==> src/hw/rtl/wicu_pkg.sv <==
// Shared types and constants for the window interval coverage unit.
// Used by the controller, the datapath and the top level; depends on nothing.
package wicu_pkg;

    // Register indexes on the configuration port.
    localparam logic REG_WINDOW_START = 1'b0;
    localparam logic REG_WINDOW_END   = 1'b1;

    // Coverage is reported as percent in unsigned 8.8 fixed point.
    localparam int unsigned PCT_SCALE = 25600;
    localparam int unsigned PCT_BITS  = 15;
    localparam int unsigned STEP_BITS = $clog2(PCT_BITS);

    localparam logic [31:0] MAX32 = 32'hFFFF_FFFF;

    // Output request layout inside tdata.
    localparam int unsigned OUT_DATA_BITS = 112;

    // One configuration write as seen by the datapath.
    typedef struct packed {
        logic        we;
        logic        index;
        logic [31:0] data;
    } cfg_wr_t;

    // Commands from the controller to the datapath.
    typedef struct packed {
        logic read_step;
        logic finish_take;
        logic calc;
        logic mul;
        logic div_step;
        logic out_load;
    } cmd_t;

    // Status from the datapath to the controller.
    typedef struct packed {
        logic div_last;
    } status_t;

endpackage

==> src/hw/rtl/wicu_ctrl.sv <==
// Controller of the window interval coverage unit: the request handshakes and the
// sequence of the finish computation. Depends on wicu_pkg.
module wicu_ctrl (
    input  logic              clk,
    input  logic              rst_n,
    input  logic              s_tvalid,
    output logic              s_tready,
    input  logic              s_finish,
    output logic              m_tvalid,
    input  logic              m_tready,
    output wicu_pkg::cmd_t    cmd,
    input  wicu_pkg::status_t status
);
    import wicu_pkg::*;

    typedef enum logic [4:0] {
        ST_IDLE = 5'b00001,
        ST_CALC = 5'b00010,
        ST_MUL  = 5'b00100,
        ST_DIV  = 5'b01000,
        ST_DONE = 5'b10000
    } state_t;

    state_t state_reg;
    state_t state_next;
    logic   out_valid_reg;
    logic   out_valid_next;

    // Next state and commands.
    always_comb
    begin
        state_next      = state_reg;
        cmd             = '0;
        s_tready        = 1'b0;
        out_valid_next  = out_valid_reg && !m_tready;
        case (state_reg)
            ST_IDLE:
            begin
                s_tready = 1'b1;
                if (s_tvalid)
                begin
                    if (s_finish)
                    begin
                        cmd.finish_take = 1'b1;
                        state_next      = ST_CALC;
                    end
                    else
                    begin
                        cmd.read_step = 1'b1;
                    end
                end
            end
            ST_CALC:
            begin
                cmd.calc   = 1'b1;
                state_next = ST_MUL;
            end
            ST_MUL:
            begin
                cmd.mul    = 1'b1;
                state_next = ST_DIV;
            end
            ST_DIV:
            begin
                cmd.div_step = 1'b1;
                if (status.div_last)
                begin
                    state_next = ST_DONE;
                end
            end
            ST_DONE:
            begin
                // The result waits here until the output register is free.
                if (!out_valid_reg || m_tready)
                begin
                    cmd.out_load   = 1'b1;
                    out_valid_next = 1'b1;
                    state_next     = ST_IDLE;
                end
            end
            default:
            begin
                state_next = ST_IDLE;
            end
        endcase
    end

    // State and output valid registers.
    always_ff @(posedge clk or negedge rst_n)
    begin
        if (!rst_n)
        begin
            state_reg     <= ST_IDLE;
            out_valid_reg <= 1'b0;
        end
        else
        begin
            state_reg     <= state_next;
            out_valid_reg <= out_valid_next;
        end
    end

    assign m_tvalid = out_valid_reg;

    // A finish request starts the computation in the following cycle.
    a_finish_starts: assert property (@(posedge clk) disable iff (!rst_n)
        (s_tvalid && s_tready && s_finish) |=> (state_reg == ST_CALC))
        else $error("finish request did not start the computation");

    // The last division step hands over to the output stage.
    a_div_exit: assert property (@(posedge clk) disable iff (!rst_n)
        (state_reg == ST_DIV && status.div_last) |=> (state_reg == ST_DONE))
        else $error("division did not finish after its last step");

    // A loaded result is offered in the next cycle.
    a_load_offered: assert property (@(posedge clk) disable iff (!rst_n)
        cmd.out_load |=> m_tvalid)
        else $error("loaded result not offered");

    // No new request is taken while a finish is being computed.
    a_busy_blocks: assert property (@(posedge clk) disable iff (!rst_n)
        (s_tvalid && s_tready && s_finish) |=> !s_tready)
        else $error("request accepted during finish computation");

endmodule

==> src/hw/rtl/wicu_dp.sv <==
// Datapath of the window interval coverage unit: window registers, walk state,
// the finish arithmetic and a radix-2 divider for the percentage. Depends on wicu_pkg.
module wicu_dp #(
    parameter int unsigned PW = 32
) (
    input  logic                                  clk,
    input  logic                                  rst_n,
    input  wicu_pkg::cfg_wr_t                     cfg_wr,
    input  wicu_pkg::cmd_t                        cmd,
    output wicu_pkg::status_t                     status,
    input  logic [31:0]                           read_start,
    input  logic [31:0]                           read_end,
    output logic [PW-1:0]                         window_start,
    output logic [PW-1:0]                         window_end,
    output logic [wicu_pkg::OUT_DATA_BITS-1:0]    out_data
);
    import wicu_pkg::*;

    localparam int unsigned PROD_BITS = PW + PCT_BITS;

    // Configuration and walk state.
    logic [PW-1:0]        ws_reg;
    logic [PW-1:0]        we_reg;
    logic [PW-1:0]        covered_end_reg;
    logic [PW-1:0]        covered_end_next;
    logic [31:0]          gap_sum_reg;
    logic [31:0]          gap_sum_next;
    logic [31:0]          hit_count_reg;
    logic [31:0]          hit_count_next;
    logic                 walk_done_reg;
    logic                 walk_done_next;

    // Finish snapshot and arithmetic.
    logic [31:0]          gap_snap_reg;
    logic [31:0]          hit_snap_reg;
    logic [PW-1:0]        tail_reg;
    logic [PW-1:0]        len_reg;
    logic [PW-1:0]        unc_reg;
    logic [PW-1:0]        covered_reg;
    logic [PW-1:0]        rem_reg;
    logic [PCT_BITS-1:0]  q_reg;
    logic [STEP_BITS-1:0] step_reg;
    logic [OUT_DATA_BITS-1:0] out_data_reg;

    logic [PW-1:0]        rs;
    logic [PW-1:0]        re;
    logic [PW-1:0]        cfg_val;
    logic [32:0]          gap_add;
    logic                 hit;
    logic [PW-1:0]        len_now;
    logic [PW-1:0]        tail_now;
    logic [32:0]          unc_sum;
    logic [PW-1:0]        unc_clamped;
    logic [PROD_BITS-1:0] prod;
    logic [PW:0]          trial;
    logic                 trial_ge;
    logic [PCT_BITS-1:0]  pct;

    assign rs      = read_start[PW-1:0];
    assign re      = read_end[PW-1:0];
    assign cfg_val = cfg_wr.data[PW-1:0];

    // Window registers.
    always_ff @(posedge clk or negedge rst_n)
    begin
        if (!rst_n)
        begin
            ws_reg <= '0;
            we_reg <= '0;
        end
        else if (cfg_wr.we)
        begin
            if (cfg_wr.index == REG_WINDOW_START)
            begin
                ws_reg <= cfg_val;
            end
            else
            begin
                we_reg <= cfg_val;
            end
        end
    end

    // One read interval updates the walk state.
    assign gap_add = {1'b0, gap_sum_reg} + 33'(rs - covered_end_reg);
    assign hit     = ((ws_reg <= rs) && (rs <= we_reg)) || ((ws_reg <= re) && (re <= we_reg));

    always_comb
    begin
        covered_end_next = covered_end_reg;
        gap_sum_next     = gap_sum_reg;
        hit_count_next   = hit_count_reg;
        walk_done_next   = walk_done_reg;
        if (cfg_wr.we)
        begin
            // A register write restarts the walk from the new window start.
            covered_end_next = (cfg_wr.index == REG_WINDOW_START) ? cfg_val : ws_reg;
            gap_sum_next     = '0;
            hit_count_next   = '0;
            walk_done_next   = 1'b0;
        end
        else if (cmd.finish_take)
        begin
            covered_end_next = ws_reg;
            gap_sum_next     = '0;
            hit_count_next   = '0;
            walk_done_next   = 1'b0;
        end
        else if (cmd.read_step && !walk_done_reg)
        begin
            if (rs > we_reg)
            begin
                // First read beyond the window ends the walk.
                walk_done_next = 1'b1;
            end
            else
            begin
                if (rs > covered_end_reg)
                begin
                    gap_sum_next = gap_add[32] ? MAX32 : gap_add[31:0];
                end
                if (re > covered_end_reg)
                begin
                    covered_end_next = re;
                end
                if (hit && (hit_count_reg != MAX32))
                begin
                    hit_count_next = hit_count_reg + 32'd1;
                end
            end
        end
    end

    always_ff @(posedge clk or negedge rst_n)
    begin
        if (!rst_n)
        begin
            covered_end_reg <= '0;
            gap_sum_reg     <= '0;
            hit_count_reg   <= '0;
            walk_done_reg   <= 1'b0;
        end
        else
        begin
            covered_end_reg <= covered_end_next;
            gap_sum_reg     <= gap_sum_next;
            hit_count_reg   <= hit_count_next;
            walk_done_reg   <= walk_done_next;
        end
    end

    // Snapshot taken with the finish request.
    assign len_now  = (we_reg > ws_reg) ? (we_reg - ws_reg) : '0;
    assign tail_now = (covered_end_reg < we_reg) ? (we_reg - covered_end_reg) : '0;

    // Uncovered length, clamped to the window length.
    assign unc_sum     = {1'b0, gap_snap_reg} + 33'(tail_reg);
    assign unc_clamped = (unc_sum > 33'(len_reg)) ? len_reg : unc_sum[PW-1:0];

    // Scaled covered length; its upper part seeds the divider remainder.
    assign prod = PROD_BITS'(covered_reg) * PROD_BITS'(PCT_SCALE);

    // Restoring division step: one quotient bit a cycle.
    assign trial    = {rem_reg, q_reg[PCT_BITS-1]};
    assign trial_ge = trial >= {1'b0, len_reg};

    always_ff @(posedge clk)
    begin
        if (cmd.finish_take)
        begin
            gap_snap_reg <= gap_sum_reg;
            hit_snap_reg <= hit_count_reg;
            tail_reg     <= tail_now;
            len_reg      <= len_now;
        end
        if (cmd.calc)
        begin
            unc_reg     <= unc_clamped;
            covered_reg <= len_reg - unc_clamped;
        end
        if (cmd.mul)
        begin
            {rem_reg, q_reg} <= prod;
        end
        else if (cmd.div_step)
        begin
            rem_reg <= trial_ge ? PW'(trial - {1'b0, len_reg}) : trial[PW-1:0];
            q_reg   <= {q_reg[PCT_BITS-2:0], trial_ge};
        end
        if (cmd.out_load)
        begin
            out_data_reg <= {1'b0, pct, 32'(len_reg), 32'(unc_reg), hit_snap_reg};
        end
    end

    // Division step counter.
    always_ff @(posedge clk or negedge rst_n)
    begin
        if (!rst_n)
        begin
            step_reg <= '0;
        end
        else if (cmd.mul)
        begin
            step_reg <= '0;
        end
        else if (cmd.div_step)
        begin
            step_reg <= step_reg + STEP_BITS'(1);
        end
    end

    assign status.div_last = (step_reg == STEP_BITS'(PCT_BITS - 1));
    assign pct             = (len_reg == '0) ? '0 : q_reg;
    assign window_start    = ws_reg;
    assign window_end      = we_reg;
    assign out_data        = out_data_reg;

    // Finish leaves a cleared walk behind.
    a_finish_clears: assert property (@(posedge clk) disable iff (!rst_n)
        (cmd.finish_take && !cfg_wr.we) |=>
            (gap_sum_reg == '0 && hit_count_reg == '0 && !walk_done_reg
             && covered_end_reg == ws_reg))
        else $error("walk state not cleared by finish");

    // Once ended, the walk stays ended until finish or a register write.
    a_done_sticky: assert property (@(posedge clk) disable iff (!rst_n)
        (walk_done_reg && !cmd.finish_take && !cfg_wr.we) |=> walk_done_reg)
        else $error("walk restarted without finish");

    // The percentage never exceeds one hundred.
    a_pct_range: assert property (@(posedge clk) disable iff (!rst_n)
        cmd.out_load |-> (pct <= PCT_BITS'(PCT_SCALE)))
        else $error("coverage percentage out of range");

endmodule

==> src/hw/rtl/window_interval_coverage_unit.sv <==
// Window interval coverage unit: read intervals sorted by start are taken one per
// cycle while no finish is under way, as requests with tuser low, and update the
// covered end, the uncovered gap sum and the count of reads that start or end in the
// window. A request with tuser high is a finish: once taken, it holds off further
// requests through the clamp and multiplier states, the one bit per cycle divider
// that forms the percentage and the load of the output register, and longer if the
// previous result has not yet been taken. Window registers are to be written
// through the APB port only while the unit is idle; the unit does not enforce this,
// and a write also restarts the walk. There is no clearing pass after reset.
module window_interval_coverage_unit #(
    parameter int unsigned POS_BITS = 32
) (
    input  logic          clk,
    input  logic          rst_n,
    // Input requests.
    input  logic          s_tvalid,
    output logic          s_tready,
    input  logic [63:0]   s_tdata,   // read_start[31:0], read_end[63:32]
    input  logic          s_tuser,   // operation[0]
    // Result requests.
    output logic          m_tvalid,
    input  logic          m_tready,
    output logic [111:0]  m_tdata,   // read_count[31:0], open_length[63:32],
                                     // window_length[95:64], coverage_percent[110:96]
    // Configuration port.
    input  logic          psel,
    input  logic          penable,
    input  logic          pwrite,
    input  logic [2:0]    paddr,
    input  logic [31:0]   pwdata,
    output logic [31:0]   prdata,
    output logic          pready
);
    import wicu_pkg::*;

    localparam int unsigned PW = (POS_BITS < 32) ? POS_BITS : 32;

    cfg_wr_t       cfg_wr;
    cmd_t          cmd;
    status_t       status;
    logic [PW-1:0] window_start;
    logic [PW-1:0] window_end;

    // APB write decode; the register index is the word address.
    assign pready       = 1'b1;
    assign cfg_wr.we    = psel && penable && pwrite && pready;
    assign cfg_wr.index = paddr[2];
    assign cfg_wr.data  = pwdata;

    // APB read back.
    assign prdata = (paddr[2] == REG_WINDOW_END) ? 32'(window_end) : 32'(window_start);

    wicu_ctrl u_ctrl (
        .clk      (clk),
        .rst_n    (rst_n),
        .s_tvalid (s_tvalid),
        .s_tready (s_tready),
        .s_finish (s_tuser),
        .m_tvalid (m_tvalid),
        .m_tready (m_tready),
        .cmd      (cmd),
        .status   (status)
    );

    wicu_dp #(
        .PW (PW)
    ) u_dp (
        .clk          (clk),
        .rst_n        (rst_n),
        .cfg_wr       (cfg_wr),
        .cmd          (cmd),
        .status       (status),
        .read_start   (s_tdata[31:0]),
        .read_end     (s_tdata[63:32]),
        .window_start (window_start),
        .window_end   (window_end),
        .out_data     (m_tdata)
    );

endmodule

==> config.mk <==
export PLATFORM = sky130hd
export DESIGN_NAME = window_interval_coverage_unit
export DESIGN_NICKNAME = d
export VERILOG_FILES = /design/src/hw/rtl/wicu_pkg.sv /design/src/hw/rtl/wicu_ctrl.sv /design/src/hw/rtl/wicu_dp.sv /design/src/hw/rtl/window_interval_coverage_unit.sv
export SDC_FILE = /design/constraint.sdc
export NUM_CORES = 2
export LEC_CHECK = 0
export ABC_AREA = 1
export ABC_CLOCK_PERIOD_IN_PS = 16650
export BUFFER_PORTS_ARGS = -buffer_cell sky130_fd_sc_hd__buf_4
export CORE_MARGIN = 5
export CORE_UTILIZATION = 45
export CTS_CLUSTER_DIAMETER = 200
export DETAILED_ROUTE_END_ITERATION = 10
export REMOVE_ABC_BUFFERS = 1
export SETUP_SLACK_MARGIN = 0.02
export SLEW_MARGIN = 20
export SYNTH_ARGS = -nofsm -noshare
export SYNTH_HDL_FRONTEND = slang
export SYNTH_HIERARCHICAL = 1
export SYNTH_SLANG_ARGS = --single-unit
==> constraint.sdc <==
create_clock -name clk -period 16.65 [get_ports clk]
set_clock_uncertainty 0.15 [all_clocks]
set_input_delay 0.8325 -clock clk [delete_from_list [all_inputs] [get_ports clk]]
set_output_delay 0.8325 -clock clk [all_outputs]
set_load 0.01 [all_outputs]
After elaboration in Yosys (flattened, before gate mapping)
Cells that the tools add are included.
- register bits: 521
- $lt $le $gt $ge: 11
- reductions and logical operators: 25
- mux-type cells: 47
- add/subtract/negate cells: 9
- $mul: 1
- equal/unequal tests: 12
- operator list (kind ; number):
    32-bit 2-to-1 mux ; 22
    32-bit greater-than comparator ; 4
    32-bit <= comparator ; 4
    32-bit subtractor ; 4
    32-bit by 5-bit multiplier with 37-bit output (second input constant) ; 1
    32-bit by 32-bit adder with 33-bit output ; 1
    32-bit by 33-bit adder with 33-bit output ; 1
    33-bit by 32-bit greater-or-equal comparator with 1-bit output ; 1
    33-bit by 32-bit greater-than comparator with 1-bit output ; 1
    32-bit by 32-bit subtractor with 33-bit output ; 1
    32-bit by 1-bit adder with 32-bit output (second input constant) ; 1
    32-bit zero test ; 1
    32-bit < comparator ; 1
    32-bit != test (second input constant) ; 1
    15-bit 2-to-1 mux ; 2
    5-bit case mux with 5 select lines ; 1
    5-bit 2-to-1 mux ; 4
    3-bit nonzero test ; 5
    1-bit 2-to-1 mux ; 14
    3-bit AND reduction ; 3
    4-bit 2-to-1 mux ; 2
    1-bit logical AND ; 7
    2-bit != test (second input constant) ; 3
    5-bit by 1-bit == test with 1-bit output (second input constant) ; 1
    14 further kinds ; 19

Depth between registers and ports, before layout
- word-level depth: 9
- mapped depth: 44
- mapped depth without buffers: 41

Cells and area by module
Netlist, hierarchy kept.
- by module, submodules not included (module ; times used ; area an instance (um^2) ; cells an instance ; sequential area each (um^2)):
    wicu_dp ; 1 ; 39987.1 ; 4873 ; 14538.9
    window_interval_coverage_unit ; 1 ; 514.2 ; 109 ; 0.0
    wicu_ctrl ; 1 ; 346.6 ; 46 ; 151.4

Least setup slack after synthesis
No wires, ideal clock.
- path type: input port to flip-flop
- start point: input port s_tuser
- end point: register u_dp.hit_count_reg[31]
- buffers on the path: 2
- data required time: 16.367 ns
- setup time: 0.133 ns
- path slack: 8.134 ns
- stages on the path: 7
- data arrival time: 8.232 ns
- cell sequence: nand2_1 -> nor2_1 -> nor2_1 -> nand2_1 -> buf_2 -> clkbuf_1 -> o21ai_0
- RTL lines (what ; RTL line ; text):
    start, declared ; window_interval_coverage_unit.sv:19 ; input logic s_tuser,
    end signal, assigned ; wicu_dp.sv:147 ; hit_count_reg <= hit_count_next;
    end, declared ; wicu_dp.sv:28 ; logic [31:0] hit_count_reg;

Worst setup path after layout
- start point: register u_dp.gap_snap_reg[0]
- end point: register u_dp.covered_reg[30] (data pin)
- longest elaborated chain between the ends: 4
- RTL lines (what ; RTL line ; text):
    start, declared ; wicu_dp.sv:34 ; logic [31:0] gap_snap_reg;
    start signal, assigned ; wicu_dp.sv:171 ; gap_snap_reg <= gap_sum_reg;
    32-bit by 32-bit adder with 33-bit output (*) ; wicu_dp.sv:157 ; assign unc_sum = {1'b0, gap_snap_reg} + 33'(tail_reg);
    33-bit by 32-bit greater-than comparator with 1-bit output ; wicu_dp.sv:158 ; assign unc_clamped = (unc_sum > 33'(len_reg)) ? len_reg : unc_sum[PW-1:0];
    32-bit 2-to-1 mux (*) ; wicu_dp.sv:158 ;
    via u_dp.unc_clamped[1] ; wicu_dp.sv:53 ; logic [PW-1:0] unc_clamped;
    32-bit subtractor (*) ; wicu_dp.sv:179 ; covered_reg <= len_reg - unc_clamped;
    end signal, assigned ; wicu_dp.sv:179 ;
    end, declared ; wicu_dp.sv:39 ; logic [PW-1:0] covered_reg;
The timed path passes the listed nets; every way through them passes the cells marked *.
A chain may end at the register's enable or synchronous reset.

==> results.sh <==
export IMPL_synth_simple_area_share_pct=17.8
export IMPL_overflow=0
export IMPL_power_leakage_nw=22.1
export IMPL_crit_family="simple AND/OR/NAND/NOR gates"
export IMPL_cp_buffers_inverters=6
export IMPL_finalNonFillerCells=6490
export IMPL_critPathLaunchType="register"
export IMPL_antenna_found_initial=1
export IMPL_final_common_cell="nand2_1"
export IMPL_yosys_mux_area_fraction_pct=0
export IMPL_cp_end_kind="register"
export IMPL_p_switching_mw=4.28
export IMPL_async_flop_share_pct=32.8
export IMPL_final_hold_viol_count=0
export IMPL_cts_resized=0
export IMPL_max_freq_mhz=141
export IMPL_synth_cell_types=71
export IMPL_clk_pin_slew_worst_paths_ns=0.07
export IMPL_hold_buffers=0
export IMPL_die_y_um=311
export IMPL_area_delta_synth_final_pct=12.7
export IMPL_ys_top_cells_by_area="edfxtp_1, ha_1, dfrtp_1"
export IMPL_placed_area_um2=43900
export IMPL_n_antenna_cell=0
export IMPL_synth_compound_area_share_pct=15.1
export IMPL_synth_warnings=6
export IMPL_dp_hpwl_mm=95.8
export IMPL_rrSetupSlack_ns=9.58
export IMPL_layout_drive_gt1_share_pct=9.48
export IMPL_max_vdd_ir_drop_mv=0.110
export IMPL_fin_setup_tns_ns=0
export IMPL_synth_cells=5028
export IMPL_synth_edff_count=340
export IMPL_comb_power_share_pct=60.4
export IMPL_seq_area_frac_synth_pct=36.0
export IMPL_crit_slowest_cell="fa_1"
export IMPL_critical_path_max_stage_delay_ns=0.48
export IMPL_vias=34532
export IMPL_fillerInstances=8752
export IMPL_ant_nets=0
export IMPL_start_util_pct=45.4
export IMPL_r2r_start="u_dp/gap_snap_reg[0]"
export IMPL_fin_util_pct=51.1
export IMPL_synth_area_leader_cell="edfxtp_1"
export IMPL_finalMaxSlewViolations=0
export IMPL_r2r_end="u_dp/covered_reg[30]"
export IMPL_crit_top_cell="nand2_1"
export IMPL_portBuffers=249
export IMPL_cp_endpoint="u_dp/covered_reg[30]"
export IMPL_cts_setup_buffers=0
export IMPL_cts_tree="done"
export IMPL_gp_congestion=0.981
export IMPL_yosys_register_bits=521
export IMPL_clock_latency_ns=0.68
export IMPL_route_detailed_drc=0
export IMPL_critPathArrivalTime_ns=7.31
export IMPL_synth_top_family_by_area="adder cells"
export IMPL_cp_max_fo=45
export IMPL_wl_mm=118
export IMPL_crit_type="reg -> reg"
export IMPL_rsz0062_at_grt="no"
export IMPL_synth_top_area_share_pct=25.0
export IMPL_clock_root_buffer="clkbuf_16"
export IMPL_critPathRequiredTime_ns=16.89
export IMPL_fp_dieW_um=311
export IMPL_num_io_pins=254
export IMPL_core_um2=90000
export IMPL_final_cell_area_um2=46000
export IMPL_reg2reg_depth=36
export IMPL_setup_viol=0
export IMPL_path_depth=36
export IMPL_largest_reg_flops=111
export IMPL_dr_first_iter_drc_count=2452
export IMPL_fin_nets=5933
export IMPL_clkPwrFrac_pct=16.1
export IMPL_finalCritPeriodShare_pct=42.5
export IMPL_grt_pass1_vias=33755
export IMPL_cts_buffers=60
export IMPL_dieArea_um2=96900
export IMPL_period_needed_ns=7.07
export IMPL_cts_htree_levels=2
export IMPL_dp_cells=6375
export IMPL_max_clock_path_buffers=3
export IMPL_slew_headroom_pct=32.3
export IMPL_row_count=110
export IMPL_tightest_slew_ns=1.02
export IMPL_viasPerCell=5.32
export IMPL_dr_pass1_iters=5
export IMPL_total_power_mw=8.75
export IMPL_final_cell_mix="nand2_1, inv_1, a21oi_1"
export IMPL_min_path_type="in -> async"
export IMPL_synth_xor_area_share_pct=3.60
export IMPL_seqPwrFrac_pct=23.5
export IMPL_p_per_area_nw_per_um2=190
export IMPL_synth_top_flop_cell="edfxtp_1"
export IMPL_routedWlPerCell_um=18.2
export IMPL_setup_worst_path_start="u_dp/gap_snap_reg[0]"
export IMPL_grt_pass1_wl_mm=185
export IMPL_status="finished clean"
export IMPL_p_int_mw=4.47
export IMPL_syn_area_um2=40800
export IMPL_grt_max_degree=77
export IMPL_maxCapViolCount=0
export IMPL_switching_share_pct=49.0
export IMPL_cts_num_sinks=521
export IMPL_synth_adder_area_share_pct=18.5
export IMPL_grt_usage_pct=23.8
export IMPL_postSynthAreaPerCell_um2=8.12
## worst min-delay path by stage
stage,start,endpoint,depth (start not counted)
after floorplan,u_dp/hit_snap_reg[0],u_dp/out_data[0],0
final,rst_n,u_dp/window_end[26],1
after global placement,u_dp/unc_reg[16],u_dp/out_data[48],0
after CTS,rst_n,u_dp/window_end[26],1
after global routing,rst_n,u_dp/window_end[26],1
after detailed placement,u_dp/hit_snap_reg[13],u_dp/out_data[13],0
## cells in the mapped netlist, types with 12 or more instances
cell type  number
nand2_1       934
inv_1         830
a21oi_1       520
ha_1          500
o21ai_0       398
nor2_1        358
edfxtp_1      340
dfrtp_1       170
nand3_1       131
xor2_1        118
nor3_1         79
clkbuf_1       66
fa_1           64
xnor2_1        50
nand4_1        45
nor4_1         41
o21a_1         30
nand2_2        28
a31oi_1        25
o21bai_1       24
o21ai_1        19
a21boi_0       18
or2_2          18
a21o_1         16
o211ai_1       15
a211oi_1       14
inv_2          14
nand3_2        14
nor2_2         12
## logic make-up after synthesis
group | count (synthesis)
AND/OR/NAND/NOR | 1693
XOR/XNOR | 168
flip-flops | 521
buffers and inverters | 947
adder cells (fa/ha/maj) | 564
other | 2
AO/OA/AOI/OAI | 1133
## metal layers
| metal | up-vias | part of all wire, % | global-route usage [%] |
|---|---|---|---|
| met5 | - | 0 | 0 |
| met4 | 0 | 3.2 | 7.11 |
| met3 | 168 | 5.5 | 2.97 |
| met2 | 953 | 47 | 40.1 |
| met1 | 16047 | 45 | 32.3 |
| li1 | 17364 | - | - |
## power by group through the flow
stage / logic (mW) / registers, mW / clock network (mW)
finish: 5.28 / 2.06 / 1.41
global route: 6.02 / 2.09 / 1.49
CTS: 5.25 / 2.06 / 1.44
detailed placement: 5.21 / 2.08 / 0
global placement: 5.15 / 2.08 / 0
floorplan: 3.91 / 1.98 / 0
## area by class of cell
cell class                      count  area [um^2]  share of cell area, %
Tap cell                         1176         1470                   3.20
Timing Repair Buffer              273         2070                   4.49
Sequential cell                   521        14700                   31.9
Inverter                          846         3180                   6.91
Clock inverter                     44          519                   1.13
Clock buffer                       70         1610                   3.50
Multi-Input combinational cell   3560        22500                   48.9
## per-stage QoR
step                      hold slack, ns  worst slack (ns)
after floorplan                    0.250              4.74
after global placement             0.252              9.68
after detailed placement           0.255              9.58
after CTS                         0.0381              9.52
after global routing              0.0776              8.94
final                             0.0285              9.58
No activity file was read; power rests on OpenSTA's default activity.
